--- src/rtl/core/sbd_pkg.sv ---
// ----------------------------------------------------------------------------
// sbd_pkg
// Shared types and constants of the signer bitmap decoder.
// ----------------------------------------------------------------------------
package sbd_pkg;

	localparam int unsigned MAX_SIGNERS = 2048;

	localparam int unsigned BYTE_W  = 8;
	localparam int unsigned FB_W    = 5;
	localparam int unsigned FIRST_W = 11;
	localparam int unsigned VALID_W = 4;
	localparam int unsigned STAT_W  = 2;
	localparam int unsigned CNT_W   = 12;
	localparam int unsigned HDR_W   = 16;
	localparam int unsigned POS_W   = 19;

	localparam logic [1:0] PH_VERSION  = 2'd0;
	localparam logic [1:0] PH_COUNT_LO = 2'd1;
	localparam logic [1:0] PH_COUNT_HI = 2'd2;
	localparam logic [1:0] PH_PAYLOAD  = 2'd3;

	localparam logic [STAT_W-1:0] ST_OK    = 2'd0;
	localparam logic [STAT_W-1:0] ST_TRUNC = 2'd1;
	localparam logic [STAT_W-1:0] ST_BAD   = 2'd2;

	localparam logic RES_CHUNK  = 1'b0;
	localparam logic RES_STATUS = 1'b1;

	localparam logic [VALID_W-1:0] PER_BIN = 4'd8;
	localparam logic [VALID_W-1:0] PER_TER = 4'd5;

	localparam logic [CNT_W-1:0] CNT_SAT  = 12'hFFF;
	localparam logic [HDR_W-1:0] SEEN_SAT = 16'hFFFF;

	// Record progress kept between bytes.
	typedef struct packed {
		logic [1:0]        phase;
		logic              tern;
		logic [HDR_W-1:0]  count;
		logic [HDR_W-1:0]  seen;
		logic [STAT_W-1:0] err;
	} rec_state_t;

	// One result item.
	typedef struct packed {
		logic               kind;
		logic [BYTE_W-1:0]  base;
		logic [FB_W-1:0]    fb;
		logic [FIRST_W-1:0] first;
		logic [VALID_W-1:0] valid;
		logic [STAT_W-1:0]  status;
		logic [CNT_W-1:0]   count;
		logic               last;
	} result_t;

endpackage

--- src/rtl/core/sbd_decode.sv ---
// ----------------------------------------------------------------------------
// sbd_decode
// Combinational decode of one record byte: next record state and results.
// ----------------------------------------------------------------------------
module sbd_decode import sbd_pkg::*; (
	input  rec_state_t        cur,
	input  logic [BYTE_W-1:0] data_byte,
	input  logic              end_of_bitmap,
	input  logic              mixed_allowed,
	output rec_state_t        nxt,
	output logic              chunk_vld,
	output logic              stat_vld,
	output result_t           chunk,
	output result_t           stat
);

	// Five base-3 digits, least significant first, two bits each.
	// Divide by three as multiply by 171 and shift by 9 (exact below 256).
	function automatic logic [9:0] ternary_digits(input logic [BYTE_W-1:0] b);
		logic [BYTE_W-1:0] v;
		logic [BYTE_W-1:0] q;
		logic [15:0]       prod;
		logic [BYTE_W-1:0] rem;
		logic [9:0]        dig;
		v   = b;
		dig = '0;
		for (int k = 0; k < 5; k++) begin
			prod = 16'(v) * 16'd171;
			q    = 8'(prod >> 9);
			rem  = v - 8'(q * 8'd3);
			dig[2*k +: 2] = rem[1:0];
			v    = q;
		end
		return dig;
	endfunction

	logic [POS_W-1:0]   first;
	logic [POS_W-1:0]   count_ext;
	logic [POS_W-1:0]   diff;
	logic [VALID_W-1:0] per;
	logic [VALID_W-1:0] valid;
	logic               covered;
	logic               len_ok;
	logic [9:0]         dig;
	logic [BYTE_W-1:0]  base;
	logic [FB_W-1:0]    fb;
	logic [STAT_W-1:0]  st;
	logic [CNT_W-1:0]   cnt_sat;

	always_comb begin
		per       = cur.tern ? PER_TER : PER_BIN;
		first     = cur.tern ? ((POS_W'(cur.seen) << 2) + POS_W'(cur.seen))
		                     : (POS_W'(cur.seen) << 3);
		count_ext = POS_W'(cur.count);
		covered   = count_ext > first;
		diff      = count_ext - first;
		if (!covered) begin
			valid = '0;
		end else if (diff > POS_W'(per)) begin
			valid = per;
		end else begin
			valid = diff[VALID_W-1:0];
		end
		// Exact length: this byte is the last one the count calls for.
		len_ok = covered && (diff <= POS_W'(per));

		dig  = ternary_digits(data_byte);
		base = '0;
		fb   = '0;
		if (cur.tern) begin
			for (int k = 0; k < FB_W; k++) begin
				if (VALID_W'(k) < valid) begin
					base[k] = (dig[2*k +: 2] == 2'd1);
					fb[k]   = (dig[2*k +: 2] == 2'd2);
				end
			end
		end else begin
			for (int k = 0; k < BYTE_W; k++) begin
				base[k] = data_byte[k] && (VALID_W'(k) < valid);
			end
		end
	end

	always_comb begin
		nxt       = cur;
		chunk_vld = 1'b0;
		unique case (cur.phase)
			PH_VERSION: begin
				nxt.tern = (data_byte != '0) && mixed_allowed;
				if (data_byte != '0 && (!mixed_allowed || data_byte != 8'd1)) begin
					nxt.err = ST_BAD;
				end
				nxt.phase = PH_COUNT_LO;
			end
			PH_COUNT_LO: begin
				nxt.count = HDR_W'(data_byte);
				nxt.phase = PH_COUNT_HI;
			end
			PH_COUNT_HI: begin
				nxt.count = {data_byte, cur.count[7:0]};
				if ({data_byte, cur.count[7:0]} > HDR_W'(MAX_SIGNERS)) begin
					nxt.err = ST_BAD;
				end
				nxt.phase = PH_PAYLOAD;
			end
			PH_PAYLOAD: begin
				chunk_vld = 1'b1;
				if (cur.seen != SEEN_SAT) begin
					nxt.seen = cur.seen + 1'b1;
				end
			end
			default: ;
		endcase

		cnt_sat = (nxt.count > HDR_W'(CNT_SAT)) ? CNT_SAT : nxt.count[CNT_W-1:0];
		unique case (cur.phase)
			PH_VERSION, PH_COUNT_LO: begin
				st      = ST_TRUNC;
				cnt_sat = '0;
			end
			PH_COUNT_HI: begin
				st = (nxt.err == ST_OK && nxt.count != '0) ? ST_BAD : nxt.err;
			end
			PH_PAYLOAD: begin
				st = (nxt.err == ST_OK && !len_ok) ? ST_BAD : nxt.err;
			end
			default: st = ST_BAD;
		endcase

		stat_vld = end_of_bitmap;
		if (end_of_bitmap) begin
			nxt = '{phase: PH_VERSION, tern: 1'b0, count: '0, seen: '0, err: ST_OK};
		end
	end

	assign chunk = '{kind: RES_CHUNK, base: base, fb: fb,
	                 first: first[FIRST_W-1:0], valid: valid, status: ST_OK,
	                 count: '0, last: !end_of_bitmap};
	assign stat  = '{kind: RES_STATUS, base: '0, fb: '0, first: '0, valid: '0,
	                 status: st, count: cnt_sat, last: 1'b1};

endmodule

--- src/rtl/core/sbd_out_stage.sv ---
// ----------------------------------------------------------------------------
// sbd_out_stage
// Result register: holds a chunk and a status, sends the chunk first.
// ----------------------------------------------------------------------------
module sbd_out_stage import sbd_pkg::*; (
	input  logic    clk,
	input  logic    arst_n,
	input  logic    load,
	input  logic    chunk_vld,
	input  logic    stat_vld,
	input  result_t chunk,
	input  result_t stat,
	input  logic    take,
	output logic    load_ok,
	output logic    out_vld,
	output result_t out_res,
	output logic    both_pend
);

	logic    pend_chunk_q;
	logic    pend_stat_q;
	result_t chunk_s1;
	result_t stat_s1;
	logic    fire;

	assign out_vld   = pend_chunk_q || pend_stat_q;
	assign out_res   = pend_chunk_q ? chunk_s1 : stat_s1;
	assign fire      = out_vld && take;
	assign both_pend = pend_chunk_q && pend_stat_q;
	// Room for a new byte once the register empties in this cycle.
	assign load_ok   = !out_vld || (fire && !both_pend);

	always_ff @(posedge clk or negedge arst_n) begin
		if (!arst_n) begin
			pend_chunk_q <= 1'b0;
			pend_stat_q  <= 1'b0;
		end else if (load) begin
			pend_chunk_q <= chunk_vld;
			pend_stat_q  <= stat_vld;
		end else if (fire) begin
			if (pend_chunk_q) begin
				pend_chunk_q <= 1'b0;
			end else begin
				pend_stat_q <= 1'b0;
			end
		end
	end

	always_ff @(posedge clk) begin
		if (load) begin
			chunk_s1 <= chunk;
			stat_s1  <= stat;
		end
	end

endmodule

--- src/rtl/core/signer_bitmap_decoder_core.sv ---
// ----------------------------------------------------------------------------
// signer_bitmap_decoder_core
// Signer bitmap record decoder, one byte per transfer.
// ----------------------------------------------------------------------------
// Usage:
//   Slave side takes the record a byte at a time: s_tdata is the byte,
//   s_tlast marks the final byte of a record, s_tuser is the mixed-mode
//   permission, looked at on the version byte only.
//   Master side sends result transfers: m_tuser 0 is a chunk of signer marks,
//   1 the record status; m_tlast is set on the final result of a byte.
//   Each payload byte gives one chunk; the final byte gives a status after
//   its chunk (or alone, for a record that ends in its header). Header bytes
//   give nothing. On a non-zero status the consumer drops the chunks.
// Timing:
//   A result shows on the master side in the cycle after its byte's transfer.
//   One byte per cycle is sustained while results are taken; a final
//   payload byte holds the slave side back, since its two results leave
//   the single result register one per cycle.
// Reset:
//   arst_n clears the record state to "expecting version" and empties the
//   result register. A master-side stall holds the result in the register
//   and backs up the slave side until the result is taken.
// ----------------------------------------------------------------------------
module signer_bitmap_decoder_core import sbd_pkg::*; (
	input  logic        clk,
	input  logic        arst_n,
	input  logic        s_tvalid,
	output logic        s_tready,
	input  logic [7:0]  s_tdata,   // [7:0] data_byte
	input  logic        s_tlast,   // end_of_bitmap
	input  logic        s_tuser,   // mixed_allowed
	output logic        m_tvalid,
	input  logic        m_tready,
	output logic [47:0] m_tdata,   // [7:0] base_bits, [12:8] fallback_bits,
	                               // [23:13] first_index, [27:24] valid_bits,
	                               // [29:28] status, [41:30] signer_count,
	                               // [47:42] zero
	output logic        m_tlast,   // last
	output logic        m_tuser    // result_kind
);

	rec_state_t rec_q;
	rec_state_t rec_nxt;
	logic       chunk_vld;
	logic       stat_vld;
	result_t    chunk;
	result_t    stat;
	result_t    out_res;
	logic       s_xfer;
	logic       load_ok;
	logic       both_pend;

	assign s_tready = load_ok;
	assign s_xfer   = s_tvalid && s_tready;

	// Decode the incoming byte against the record state.
	sbd_decode u_decode (
		.cur           (rec_q),
		.data_byte     (s_tdata),
		.end_of_bitmap (s_tlast),
		.mixed_allowed (s_tuser),
		.nxt           (rec_nxt),
		.chunk_vld     (chunk_vld),
		.stat_vld      (stat_vld),
		.chunk         (chunk),
		.stat          (stat)
	);

	// Advance the record state on every accepted byte.
	always_ff @(posedge clk or negedge arst_n) begin
		if (!arst_n) begin
			rec_q <= '{phase: PH_VERSION, tern: 1'b0, count: '0, seen: '0, err: ST_OK};
		end else if (s_xfer) begin
			rec_q <= rec_nxt;
		end
	end

	// Hold results until the master side takes them.
	sbd_out_stage u_out (
		.clk       (clk),
		.arst_n    (arst_n),
		.load      (s_xfer),
		.chunk_vld (chunk_vld),
		.stat_vld  (stat_vld),
		.chunk     (chunk),
		.stat      (stat),
		.take      (m_tready),
		.load_ok   (load_ok),
		.out_vld   (m_tvalid),
		.out_res   (out_res),
		.both_pend (both_pend)
	);

	assign m_tdata = {6'b0, out_res.count, out_res.status, out_res.valid,
	                  out_res.first, out_res.fb, out_res.base};
	assign m_tlast = out_res.last;
	assign m_tuser = out_res.kind;

	// Two results still queued: no room for another byte.
	a_full_blocks: assert property (@(posedge clk) disable iff (!arst_n)
		both_pend |-> !s_tready)
		else $error("slave side ready while two results are queued");

	// A final byte always yields a result in the next cycle.
	a_end_yields: assert property (@(posedge clk) disable iff (!arst_n)
		(s_tvalid && s_tready && s_tlast) |=> m_tvalid)
		else $error("no result after final byte");

	// A status result closes its byte.
	a_status_last: assert property (@(posedge clk) disable iff (!arst_n)
		(m_tvalid && m_tuser == RES_STATUS) |-> m_tlast)
		else $error("status result without last");

	// A chunk never claims more than eight signers.
	a_chunk_width: assert property (@(posedge clk) disable iff (!arst_n)
		(m_tvalid && m_tuser == RES_CHUNK) |-> (m_tdata[27:24] <= PER_BIN))
		else $error("chunk valid count above eight");

endmodule

--- config.mk ---
export PLATFORM = sky130hd
export DESIGN_NAME = signer_bitmap_decoder_core
export DESIGN_NICKNAME = d
export VERILOG_FILES = /design/src/rtl/core/sbd_pkg.sv /design/src/rtl/core/sbd_decode.sv /design/src/rtl/core/sbd_out_stage.sv /design/src/rtl/core/signer_bitmap_decoder_core.sv
export SDC_FILE = /design/constraint.sdc
export NUM_CORES = 1
export LEC_CHECK = 0
export ABC_AREA = 1
export CORE_MARGIN = 2
export CORE_UTILIZATION = 60
export CTS_BUF_LIST = sky130_fd_sc_hd__clkbuf_4
export CTS_CLUSTER_DIAMETER = 120
export DETAILED_ROUTE_END_ITERATION = 8
export DONT_BUFFER_PORTS = 1
export PLACE_DENSITY = 0.76
export SETUP_SLACK_MARGIN = 0.15
export SYNTH_ARGS = -nofsm -noshare
export SYNTH_HDL_FRONTEND = slang
export SYNTH_HIERARCHICAL = 1
export SYNTH_SLANG_ARGS = --single-unit
export TNS_END_PERCENT = 1
--- constraint.sdc ---
create_clock -name clk -period 8.3 [get_ports clk]
set_clock_uncertainty 0.05 [all_clocks]
set_input_delay 0.415 -clock clk [delete_from_list [all_inputs] [get_ports clk]]
set_output_delay 0.415 -clock clk [all_outputs]
set_load 0.01 [all_outputs]
==> results.yml <==
sta:
  fin_ws_ns: -4.890
  tns_ns: -20.17
  normalized_max_slew_margin: 0.2522
  timing.final.crit_share: 1.589
  final_max_slew_viol_count: 0
  timing.final.crit_period_ns: 13.19
  tightest_slew_ns: 1.118
  rsz_0062_raised_after_global_routing: "true"
  setup_violations: 6
  timing.fmax_mhz: 75.81
  timing_hold_violations_final: 0
synth:
  post_synth.cell_area_avg_um2: 7.616
  ys.warnings.count: 6
  post_synth_inst_count: 1669
  synthesis.area_um2: 12710
final_layout:
  fillers: 1679
  num-nets-final: 2001
  area_growth_pct: 13.74
  utilization: 0.6921
  ratio_of_cells_with_drive_above_1_in_the_final_layout: 0.1590
clock_tree:
  clk_latency_ns: 0.55
  cts_num_sinks: 127
  cts.root.buffer_cell: "clkbuf_4"
  tritoncts: "done"
  cts.reportedPaths.clkPinSlew_ns: 0.11
  h_tree_depth: 4
  cts.path.max_buffers: 2
  numCtsBuffers: 17
placement:
  port_buffers: 0
  pre_cts_ws_ns: -5.657
  dp_hpwl_mm: 23.05
  globalplace.congestion: 0.9530
critical_path:
  worst_path_most_repeated_cell: "nand2_1"
  worst_r2r_path_depth: 26
  timing.reg2reg.setup_slack_ns: 3.51
  setup.worst_path.class: "in -> reg"
  cp_slowest_cell: "fa_2"
  cp_data_arrival_time_ns: 13.42
  reg2reg_to: "u_out/chunk_s1[31]"
  timing.critical_path.from: "s_tdata[1]"
  r2r-start: "rec_q[2]"
  cp_max_fo: 12
  critical_path.startpoint_type: "primary input"
  crit_path_max_incr_delay_ns: 0.56
  cp_required_ns: 8.53
  worst_setup_path_end_kind: "flip-flop"
  critical_path.endpoint: "u_out/chunk_s1[39]"
status:
  failed_checks: "setup timing"
  status: "finished with violations"
die:
  floorplan.die.width_um: 149.6
  floorplan.initialDensity: 0.6085
  design.core.area_um2: 20890
  dieHeight_um: 149.6
  floorplan.rows: 53
  design.die.area_um2: 22370
  io_pins: 66
grt:
  grt_pass1_wl_mm: 49.97
  gr-usage-met3: 0.05366
  grtUsageTotal: 0.2809
  globalRouteMet2Util: 0.4626
  grt_overflow_total: 0
  gr-max-usage-layer: "met2"
  grt_max_degree: 60
  grt_antenna_before_repair: 1
  vias_in_the_first_global_route: 10350
  grt_use_met1: 0.3702
drt:
  drt-wirelength-per-cell_um: 15.33
  detailroute.via_count: 11210
  viasPerCell: 5.419
  detailedRoute.firstIterationViolations: 986
  drtAntennaViolNets: 0
  route.detailed.drc: 0
  wl_mm: 31.70
  first_pass_iters: 8
hold_path:
  min_path_type: "in -> reg"
flow_run:
  max_cap_viol_count: 0
## final cells by class
| type | count | area, µm² | area share |
|---|---|---|---|
| Tap cell | 275 | 344.1 | 0.02380 |
| Antenna cell | 1 | 2.502 | 0.0001731 |
| Sequential cell | 127 | 3618 | 0.2503 |
| Clock inverter | 14 | 143.9 | 0.009952 |
| Timing Repair Buffer | 131 | 1027 | 0.07105 |
| Clock buffer | 17 | 127.6 | 0.008827 |
| Inverter | 270 | 1015 | 0.07019 |
| Multi-Input combinational cell | 1233 | 8179 | 0.5657 |
## how the worst min path moves through the flow
stage | from | to | cells after the start | slack [ns]
2_1_floorplan | arst_n | rec_q[0] | 0 | 0.07
3_3_place_gp | arst_n | rec_q[3] | 0 | 0.07
3_5_place_dp | arst_n | rec_q[4] | 0 | 0.07
4_1_cts | s_tlast | rec_q[28] | 3 | 0.01
5_1_grt | s_tlast | rec_q[28] | 3 | 0.004
6_report | s_tlast | rec_q[28] | 3 | 0.05
## registers in the layout, indices dropped and copies added (netlist names)
register and count:
rec_q 37, u_out/chunk_s1 44, u_out/pend_chunk_q 1, u_out/pend_stat_q 1
u_out/stat_s1 44
## metal layers
| layer | vias to the layer above | part of all wire |
|---|---|---|
| met1 | 5125 | 0.43 |
| met5 | - | 0 |
| met2 | 469 | 0.47 |
| met3 | 94 | 0.072 |
| met4 | 0 | 0.033 |
| li1 | 5518 | - |
## layout by cell type, fill, tap and decap left out, types with 12 or more instances in the layout
cell type and n:
o21ai_0 36, nand2_2 26, clkbuf_4 17, xnor2_1 19, dfrtp_1 39, xor2_1 21, buf_4 122, edfxtp_1 88
nor2_1 96, fa_1 26, nor3_1 16, ha_4 20, ha_1 152, a21oi_2 12, nand2_1 467, nand3_1 87
inv_1 255, conb_1 51, a21oi_1 55, inv_2 13, o22ai_1 13, nand4_1 21
## critical path: cells and delay by family
family	cells	cell delay, ns
xor+xnor	4	0.63
buf+inv	12	0.91
simple gates	26	1.86
compound gates	13	2.32
fa+ha+maj	21	7.28
## what timing repair did
item                                   in CTS  in global routing
buffers inserted                           13                  7
resized for setup                          23                 35
hold buffers                                8                  0
gates cloned                                0                  0
pin swaps                                  47                 26
endpoints found under the hold margin      78                  0
setup endpoints to repair                   6                  6
## stage by stage
stage | area [µm²] | hold WS [ns] | cells
after floorplan | 13130 | 0.06941 | 1717
after global placement | 13630 | 0.07018 | 2008
after detailed placement | 13630 | 0.07037 | 2008
after CTS | 14220 | 0.01049 | 2060
after global routing | 14460 | 0.004262 | 2068
final | 14460 | 0.05466 | 2068
Power is not shown: default switching activity piles up to over one toggle a cycle in this logic, so the estimate is an artifact.
